[config.mk]
export PLATFORM = sky130hd
export DESIGN_NAME = crse_cubic
export DESIGN_NICKNAME = d
export VERILOG_FILES = /design/src/hdl/crse_pkg.sv /design/src/hdl/crse_cubic.sv
export SDC_FILE = /design/constraint.sdc
export NUM_CORES = 2
export LEC_CHECK = 0
export ABC_AREA = 1
export BUFFER_PORTS_ARGS = -buffer_cell sky130_fd_sc_hd__buf_2
export CORE_MARGIN = 2
export CORE_UTILIZATION = 45
export CTS_CLUSTER_DIAMETER = 200
export DETAILED_ROUTE_END_ITERATION = 8
export PLACE_DENSITY = 0.69
export SLEW_MARGIN = 20
export SYNTH_ARGS = -nofsm -noshare
export SYNTH_HDL_FRONTEND = slang
export SYNTH_SLANG_ARGS = --single-unit
[constraint.sdc]
create_clock -name i_clk -period 9 [get_ports i_clk]
set_input_delay 1.8 -clock i_clk [delete_from_list [all_inputs] [get_ports i_clk]]
set_output_delay 1.8 -clock i_clk [all_outputs]
set_load 0.02 [all_outputs]
[src/hdl/crse_pkg.sv]
// Shared constants, codes and types of the Catmull-Rom spline evaluator.
// No dependencies; crse_cubic and catmull_rom_spline_eval use this package by scoped names.
package crse_pkg;

    localparam int MAX_POINTS = 256;
    localparam int ADDR_W     = $clog2(MAX_POINTS);
    localparam int CNT_W      = $clog2(MAX_POINTS + 1);
    localparam int IDX_W      = 9;
    localparam int PC_W       = 9;
    localparam int CMP_W      = ((CNT_W > IDX_W) ? CNT_W : IDX_W) + 1;

    localparam int COORD_W    = 32;
    localparam int TR_W       = 17;
    localparam int STEP_W     = 16;
    localparam int T_W        = 18;
    localparam int D_W        = COORD_W + 1;
    localparam int H_W        = 44;
    localparam int LO_W       = H_W / 2;
    localparam int MA_W       = LO_W + 1;
    localparam int MB_W       = T_W + 1;
    localparam int PR_W       = MA_W + MB_W;
    localparam int ACC_W      = 64;
    localparam int FRAC_W     = 16;

    localparam int PADDR_W    = 3;
    localparam int PDATA_W    = 32;

    localparam logic [STEP_W-1:0] STEP_RESET = 16'd655;

    typedef enum logic [1:0] {
        OP_ADD   = 2'd0,
        OP_CLEAR = 2'd1,
        OP_EVAL  = 2'd2
    } t_op;

    typedef enum logic [1:0] {
        ST_OK   = 2'd0,
        ST_FEW  = 2'd1,
        ST_FULL = 2'd2
    } t_status;

    typedef enum logic {
        REG_LOOKAHEAD = 1'b0
    } t_reg;

    typedef enum logic [1:0] {
        S_IDLE,
        S_FETCH,
        S_CSTART,
        S_CWAIT
    } t_state;

    typedef enum logic [1:0] {
        C_IDLE,
        C_COEF,
        C_MUL,
        C_FINAL
    } t_cub_state;

    typedef struct packed {
        logic           start;
        logic [T_W-1:0] t;
    } t_cub_req;

    typedef struct packed {
        logic               done;
        logic [COORD_W-1:0] value;
    } t_cub_rsp;

endpackage

[src/hdl/crse_cubic.sv]
// One-axis Catmull-Rom cubic: coefficients, then Horner steps on one shared
// multiplier (two partial products per step). Depends on crse_pkg.
module crse_cubic (
    input  logic                                 i_clk,
    input  logic                                 i_rst_n,
    input  crse_pkg::t_cub_req                   i_req,
    input  logic signed [crse_pkg::COORD_W-1:0]  i_p0,
    input  logic signed [crse_pkg::COORD_W-1:0]  i_p1,
    input  logic signed [crse_pkg::COORD_W-1:0]  i_p2,
    input  logic signed [crse_pkg::COORD_W-1:0]  i_p3,
    output crse_pkg::t_cub_rsp                   o_rsp
);

    localparam logic signed [crse_pkg::H_W-1:0] SAT_HI =
        crse_pkg::H_W'(64'sd2147483647);
    localparam logic signed [crse_pkg::H_W-1:0] SAT_LO =
        crse_pkg::H_W'(-64'sd2147483648);
    localparam logic signed [crse_pkg::ACC_W-1:0] RND_HALF =
        crse_pkg::ACC_W'(64'sd1) <<< (crse_pkg::FRAC_W - 1);

    crse_pkg::t_cub_state r_state, n_state;

    logic signed [crse_pkg::D_W-1:0]   r_d, r_e, r_f;
    logic signed [crse_pkg::H_W-1:0]   r_c0, r_c1, r_c2, r_h;
    logic        [crse_pkg::T_W-1:0]   r_t;
    logic        [1:0]                 r_phase;
    logic        [1:0]                 r_step;
    logic signed [crse_pkg::PR_W-1:0]  r_prod;
    logic signed [crse_pkg::ACC_W-1:0] r_acc;
    logic signed [crse_pkg::COORD_W-1:0] r_val;
    logic                              r_done;

    logic signed [crse_pkg::MA_W-1:0]  mul_a;
    logic signed [crse_pkg::MB_W-1:0]  mul_b;
    logic signed [crse_pkg::PR_W-1:0]  mul_p;
    logic signed [crse_pkg::H_W-1:0]   c_sel;
    logic signed [crse_pkg::ACC_W-1:0] rnd;
    logic signed [crse_pkg::H_W-1:0]   h_next;
    logic signed [crse_pkg::H_W-1:0]   half;
    logic signed [crse_pkg::COORD_W-1:0] sat;

    always_ff @(posedge i_clk) begin
        if (!i_rst_n) begin
            r_state <= crse_pkg::C_IDLE;
        end else begin
            r_state <= n_state;
        end
    end

    always_comb begin
        n_state = r_state;
        unique case (r_state)
            crse_pkg::C_IDLE: begin
                if (i_req.start) begin
                    n_state = crse_pkg::C_COEF;
                end
            end
            crse_pkg::C_COEF: begin
                n_state = crse_pkg::C_MUL;
            end
            crse_pkg::C_MUL: begin
                if (r_phase == 2'd3 && r_step == 2'd2) begin
                    n_state = crse_pkg::C_FINAL;
                end
            end
            crse_pkg::C_FINAL: begin
                n_state = crse_pkg::C_IDLE;
            end
            default: begin
                n_state = crse_pkg::C_IDLE;
            end
        endcase
    end

    // shared multiplier: low half of h (unsigned) then high half (signed)
    always_comb begin
        if (r_phase == 2'd0) begin
            mul_a = $signed({1'b0, r_h[crse_pkg::LO_W-1:0]});
        end else begin
            mul_a = $signed({r_h[crse_pkg::H_W-1], r_h[crse_pkg::H_W-1:crse_pkg::LO_W]});
        end
        mul_b = $signed({1'b0, r_t});
        mul_p = mul_a * mul_b;

        case (r_step)
            2'd0:    c_sel = r_c2;
            2'd1:    c_sel = r_c1;
            default: c_sel = r_c0;
        endcase

        rnd    = (r_acc + RND_HALF) >>> crse_pkg::FRAC_W;
        h_next = c_sel + rnd[crse_pkg::H_W-1:0];

        half = (r_h + crse_pkg::H_W'(1)) >>> 1;
        if (half > SAT_HI) begin
            sat = SAT_HI[crse_pkg::COORD_W-1:0];
        end else if (half < SAT_LO) begin
            sat = SAT_LO[crse_pkg::COORD_W-1:0];
        end else begin
            sat = half[crse_pkg::COORD_W-1:0];
        end
    end

    always_ff @(posedge i_clk) begin
        if (!i_rst_n) begin
            r_done <= 1'b0;
        end else begin
            r_done <= (r_state == crse_pkg::C_FINAL);
        end
    end

    always_ff @(posedge i_clk) begin
        r_prod <= mul_p;
        case (r_state)
            crse_pkg::C_IDLE: begin
                r_d     <= crse_pkg::D_W'(i_p2) - crse_pkg::D_W'(i_p1);
                r_e     <= crse_pkg::D_W'(i_p3) - crse_pkg::D_W'(i_p0);
                r_f     <= crse_pkg::D_W'(i_p0) - crse_pkg::D_W'(i_p1);
                r_c1    <= crse_pkg::H_W'(i_p2) - crse_pkg::H_W'(i_p0);
                r_c0    <= crse_pkg::H_W'(i_p1) <<< 1;
                r_t     <= i_req.t;
                r_phase <= 2'd0;
                r_step  <= 2'd0;
            end
            crse_pkg::C_COEF: begin
                // c3 = e - 3d, c2 = f - e + 4d
                r_h  <= crse_pkg::H_W'(r_e) - crse_pkg::H_W'(r_d)
                        - (crse_pkg::H_W'(r_d) <<< 1);
                r_c2 <= crse_pkg::H_W'(r_f) - crse_pkg::H_W'(r_e)
                        + (crse_pkg::H_W'(r_d) <<< 2);
            end
            crse_pkg::C_MUL: begin
                r_phase <= r_phase + 2'd1;
                case (r_phase)
                    2'd1: r_acc <= crse_pkg::ACC_W'(r_prod);
                    2'd2: r_acc <= r_acc + (crse_pkg::ACC_W'(r_prod) <<< crse_pkg::LO_W);
                    2'd3: begin
                        r_h    <= h_next;
                        r_step <= r_step + 2'd1;
                    end
                    default: ;
                endcase
            end
            crse_pkg::C_FINAL: begin
                r_val <= sat;
            end
            default: ;
        endcase
    end

    assign o_rsp.done  = r_done;
    assign o_rsp.value = r_val;

    a_start_idle: assert property (@(posedge i_clk) disable iff (!i_rst_n)
        i_req.start |-> r_state == crse_pkg::C_IDLE)
        else $error("cubic started while busy");

    a_done_pulse: assert property (@(posedge i_clk) disable iff (!i_rst_n)
        r_done |=> !r_done)
        else $error("cubic done longer than one cycle");

endmodule

# Word level (Yosys, flattened, before mapping)
# Index checks and enable logic that the tools add are counted.
[totals]
ff_bits = 426
in_bits = 149
out_inout_bits = 33
[op_classes]
n_addsub = 14
mul = 1
n_lt_le_gt_ge = 2
eq_ne = 11
n_mux = 12
n_reduce_logical = 11
[ops]
columns = ["cell", "n"]
rows = [
  ["$pmux 44 s2", 2],
  ["$sub 32x32->33", 4],
  ["$pmux 64 s2", 1],
  ["$sub 33x33->34", 2],
  ["$add 64x64->64", 1],
  ["$add 60x17->60 const B", 1],
  ["$add 44x2->44 const B", 1],
  ["$add 44x44->44", 1],
  ["$mux 44", 1],
  ["$gt 43x32->1 const B", 1],
  ["$lt 43x32->1 const B", 1],
  ["$mul 23x19->42", 1],
  ["$add 34x35->36", 1],
  ["$sub 34x34->35", 1],
  ["$mux 32", 1],
  ["$mux 23", 1],
  ["$eq 2x2->1 const B", 5],
  ["$pmux 2 s2", 2],
  ["$pmux 2 s4", 1],
  ["$reduce_and 2->1", 4],
  ["$eq 2x1->1 const B", 3],
  ["$logic_not 2->1", 3],
  ["$mux 2", 3],
  ["$ne 2x2->1 const B", 3],
  ["3 further kinds", 6],
]

# Logic depth before layout (Yosys ltp)
[depth]
depth_word = 5
mapped_depth = 31
ltp_nobuf = 29

# Least setup slack after synthesis
# OpenSTA, ideal clock, no wires.
[synth_timing]
path_type = "register -> register"
start = "register r_phase[0]"
end = "register r_prod[40] in the netlist's numbering"
arrival_time_ps = 6668
slack_ps = 2219
path_stages_with_launch = 29
synth_period_minus_slack_ps = 6781
cell_sequence = "edfxtp_1 -> inv_1 -> ha_1 -> nor2_1 -> inv_1 -> clkbuf_1 -> nor2_1 -> inv_1 -> fa_1 -> inv_1 -> fa_1 -> inv_1 -> fa_1 -> inv_1 -> fa_1 -> fa_1 -> inv_1 -> fa_1 -> inv_1 -> ha_1 -> nand2_1 -> nor2_1 -> inv_1 -> nor2_1 -> inv_1 -> nor3_1 -> nand3_1 -> nand4_1 -> nand2_1"
[synth_via]
elab_chain_len = 3
[synth_lines]
columns = ["element", "line", "text"]
rows = [
  ["start: declaration", "crse_cubic.sv:26", "logic [1:0] r_phase;"],
  ["start signal: assignment", "crse_cubic.sv:133", "r_phase <= r_phase + 2'd1;"],
  ["$logic_not 2->1", "crse_cubic.sv:77", "if (r_phase == 2'd0) begin"],
  ["$mux 23", "crse_cubic.sv:77", ""],
  ["$mul 23x19->42", "crse_cubic.sv:83", "mul_p = mul_a * mul_b;"],
  ["via mul_p, one bit", "crse_cubic.sv:35", "logic signed [crse_pkg::PR_W-1:0] mul_p;"],
  ["end signal: assignment", "crse_cubic.sv:113", "r_prod <= mul_p;"],
  ["end: declaration", "crse_cubic.sv:28", "logic signed [crse_pkg::PR_W-1:0] r_prod;"],
]
# The timed path passes the listed nets, and every way through them passes these cells.
# A chain may end at the register's enable or synchronous reset.

# Worst setup path in the final report
[layout_timing]
start = "register r_phase[0]"
end = "register r_prod[26] in the netlist's numbering"
# Same word-level chain as after synthesis.

==> results.sh <==
export IMPL_antenna_found_initial=4
export IMPL_worst_endpoint_arrival_ps=8460
export IMPL_coreArea_um2=112000
export IMPL_initial_core_util=0.452
export IMPL_synth_compound_area_frac=0.103
export IMPL_fp_row_count=123
export IMPL_required_ps=9540
export IMPL_nNetsFinal=8019
export IMPL_synth_fa_ha_area_frac=0.291
export IMPL_outcome="complete, no violations"
export IMPL_synth_simple_area_share=0.224
export IMPL_max_cap_violations=0
export IMPL_grt_total_usage=0.329
export IMPL_synth_edff_count=343
export IMPL_yosysSeqAreaShare=0.221
export IMPL_cts_buffers=48
export IMPL_grt_ovfl_total=0
export IMPL_htree_levels=2
export IMPL_slowest_delay_ps=630
export IMPL_startpoint_type="register"
export IMPL_synth_top_area_share=0.203
export IMPL_report_final_slew_viol_count=0
export IMPL_yosysUniqueCellTypes=45
export IMPL_tightestPinTransition_ps=1100
export IMPL_dieHeight_um=340
export IMPL_vias=46700
export IMPL_cts_num_sinks=388
export IMPL_synth_top_cell_by_area="edfxtp_1"
export IMPL_synth_top_family_by_area="adder cells"
export IMPL_synthArstFlopShare=0
export IMPL_cts_tree="done"
export IMPL_synth_net_count=7834
export IMPL_ant_nets=0
export IMPL_clk_path_buf_depth=3
export IMPL_dieArea_um2=115000
export IMPL_clkTransAtPathRegs_ps=70
export IMPL_wl_per_cell_um=22.3
export IMPL_synth_ff_type="edfxtp_1"
export IMPL_final_setup_viol_count=0
export IMPL_grt_pass1_vias=46400
export IMPL_cts_resized=0
export IMPL_grt_setup_unrepaired="no"
export IMPL_cp_startpoint="r_phase[0]$_SDFFCE_PN0P_"
export IMPL_synth_most_common_cell="nand2_1"
export IMPL_grt_max_degree=159
export IMPL_clock_skew_ps=40.5
export IMPL_relSlewSlack=0.263
export IMPL_synthTopCellsByArea="edfxtp_1 20%, fa_1 19%, nand2_1 10%"
export IMPL_cp_slowest_cell="fa_1"
export IMPL_end_kind="register"
export IMPL_diodes=0
export IMPL_path_class="reg2reg"
export IMPL_io_pins=182
export IMPL_design_area_um2=55200
export IMPL_drc=0
export IMPL_cp_common_cell="inv_1"
export IMPL_via_per_inst=5.48
export IMPL_worstHoldStart="r_prod[39]$_DFF_P_"
export IMPL_ys_warn_count=0
export IMPL_grt_pass1_wl_um=287000
export IMPL_min_period_ps=7920
export IMPL_cts_hold_buf=0
export IMPL_drtIter0Drc=4353
export IMPL_clkLatencyLatePin_ps=660
export IMPL_path_max_fanout=14
export IMPL_ys_ff_latch=388
export IMPL_cp_num_buf_inv=7
export IMPL_io_buffers=181
export IMPL_setup_tns_ps=0
export IMPL_synth_top_cells_by_count="1,409 x nand2_1, 1,400 x inv_1, 866 x nor2_1"
export IMPL_synth_xor_xnor_area_share=0.0487
export IMPL_fin_crit_sh=0.880
export IMPL_rr_startpoint="r_phase[0]$_SDFFCE_PN0P_"
export IMPL_drive_gt1_frac=0.0522
export IMPL_dr_pass1_iters=6
export IMPL_cts_root_buffer="clkbuf_16"
export IMPL_dp_hpwl_um=164000
export IMPL_die_w_um=340
export IMPL_synth_cells=6796
export IMPL_max_freq_mhz=126
export IMPL_place_area_um2=53500
export IMPL_cp_top_family="adder cells"
export IMPL_syn_area_um2=50700
export IMPL_cts_setup_buffers=0
export IMPL_hold_path_class="reg2reg"
export IMPL_synth_area_mux_share=0.000197
export IMPL_syn_avg_cell_area_um2=7.46
export IMPL_area_growth_syn_to_layout_pct=8.87
export IMPL_nFillCells=11200
export IMPL_routed_wirelength_um=190000
export IMPL_gp_congestion=1.06
export IMPL_finalHoldViolations=0
path summary, 6_finish.rpt:
| kind | endpoint | slack (ps) | depth (start not counted) |
|---|---|---|---|
| max | r_prod[26]$_DFF_P_ | 1080 | 25 |
| min | r_acc[39]$_DFFE_PP_ | 570 | 2 |
| max reg2reg | r_prod[26]$_DFF_P_ | 1080 | 25 |
| min reg2reg | r_acc[39]$_DFFE_PP_ | 570 | 2 |
metrics by stage:
stage | setup slack, ps | instances | util | hold slack [ps]
2_1_floorplan | 2220 | 6796 | - | 479
5_1_grt | 628 | 8518 | 0.492 | 595
6_report | 1080 | 8518 | 0.492 | 565
3_5_place_dp | 1170 | 8430 | 0.477 | 551
4_1_cts | 1150 | 8517 | 0.492 | 573
3_3_place_gp | 1010 | 8430 | 0.477 | 538
placed cells by master, fill, tap and decap left out, types with 5 or more instances in the layout:
| cell type | count |
|---|---|
| fa_1 | 485 |
| o21a_1 | 6 |
| bufinv_16 | 6 |
| ha_1 | 400 |
| xor2_1 | 195 |
| a21oi_1 | 399 |
| o21bai_1 | 45 |
| a31oi_1 | 55 |
| a21o_1 | 51 |
| nor2_2 | 13 |
| nor3_1 | 72 |
| clkbuf_16 | 49 |
| a21boi_0 | 20 |
| inv_1 | 1400 |
| nand3_1 | 276 |
| nor4_1 | 36 |
| o211ai_1 | 13 |
| nor2_1 | 864 |
| buf_2 | 181 |
| o221a_2 | 11 |
| or2_2 | 20 |
| inv_6 | 5 |
| nand2_1 | 1409 |
| o21ai_1 | 13 |
| dfxtp_1 | 45 |
| nand4_1 | 80 |
| xnor2_1 | 87 |
| buf_4 | 47 |
| clkinv_1 | 11 |
| edfxtp_1 | 343 |
| nand3b_1 | 13 |
| o21ai_0 | 313 |
registers in the layout, indices dropped and copies added, names as in the netlist:
register  cells
r_acc        45
r_c0         32
r_c1         33
r_c2         36
r_d          33
r_done        1
r_e          33
r_f          33
r_h          44
r_phase       2
r_prod       42
r_state       2
r_step        2
r_t          18
r_val        32
worst reg2reg max path: cells and delay by family, from the launching register on:
| kind | cells | cell delay (ps) |
|---|---|---|
| compound gates | 5 | 1680 |
| xor+xnor | 1 | 320 |
| buf+inv | 7 | 700 |
| simple gates | 4 | 790 |
| fa+ha+maj | 8 | 3930 |
| flops | 1 | 430 |
layer usage:
layer / share of wire / routed length [um] / global-route usage / vias to the layer above
met5: 0.000063 / 12 / 0 / -
li1: - / - / - / 21800
met2: 0.46 / 87300 / 0.539 / 2079
met1: 0.41 / 77700 / 0.430 / 22300
met4: 0.059 / 11200 / 0.160 / 2
met3: 0.073 / 13800 / 0.0449 / 459
cell families after synthesis:
| kind of cell | after synthesis |
|---|---|
| xor+xnor | 282 |
| simple gates | 2794 |
| flops | 388 |
| buf+inv | 1503 |
| compound gates | 939 |
| mux | 1 |
| fa+ha+maj | 889 |
layout make-up:
class / instances / area, um^2 / area share
Clock inverter: 33 / 430 / 0.00779
Timing Repair Buffer: 230 / 1300 / 0.0235
Tap cell: 1500 / 1880 / 0.0340
Sequential cell: 388 / 11200 / 0.203
Inverter: 1408 / 5290 / 0.0957
Clock buffer: 54 / 1250 / 0.0227
Multi-Input combinational cell: 4905 / 33900 / 0.613
Power is left out: the tool's default activity adds up to more than one toggle a clock period on the data nets, which glitch-free logic cannot reach.
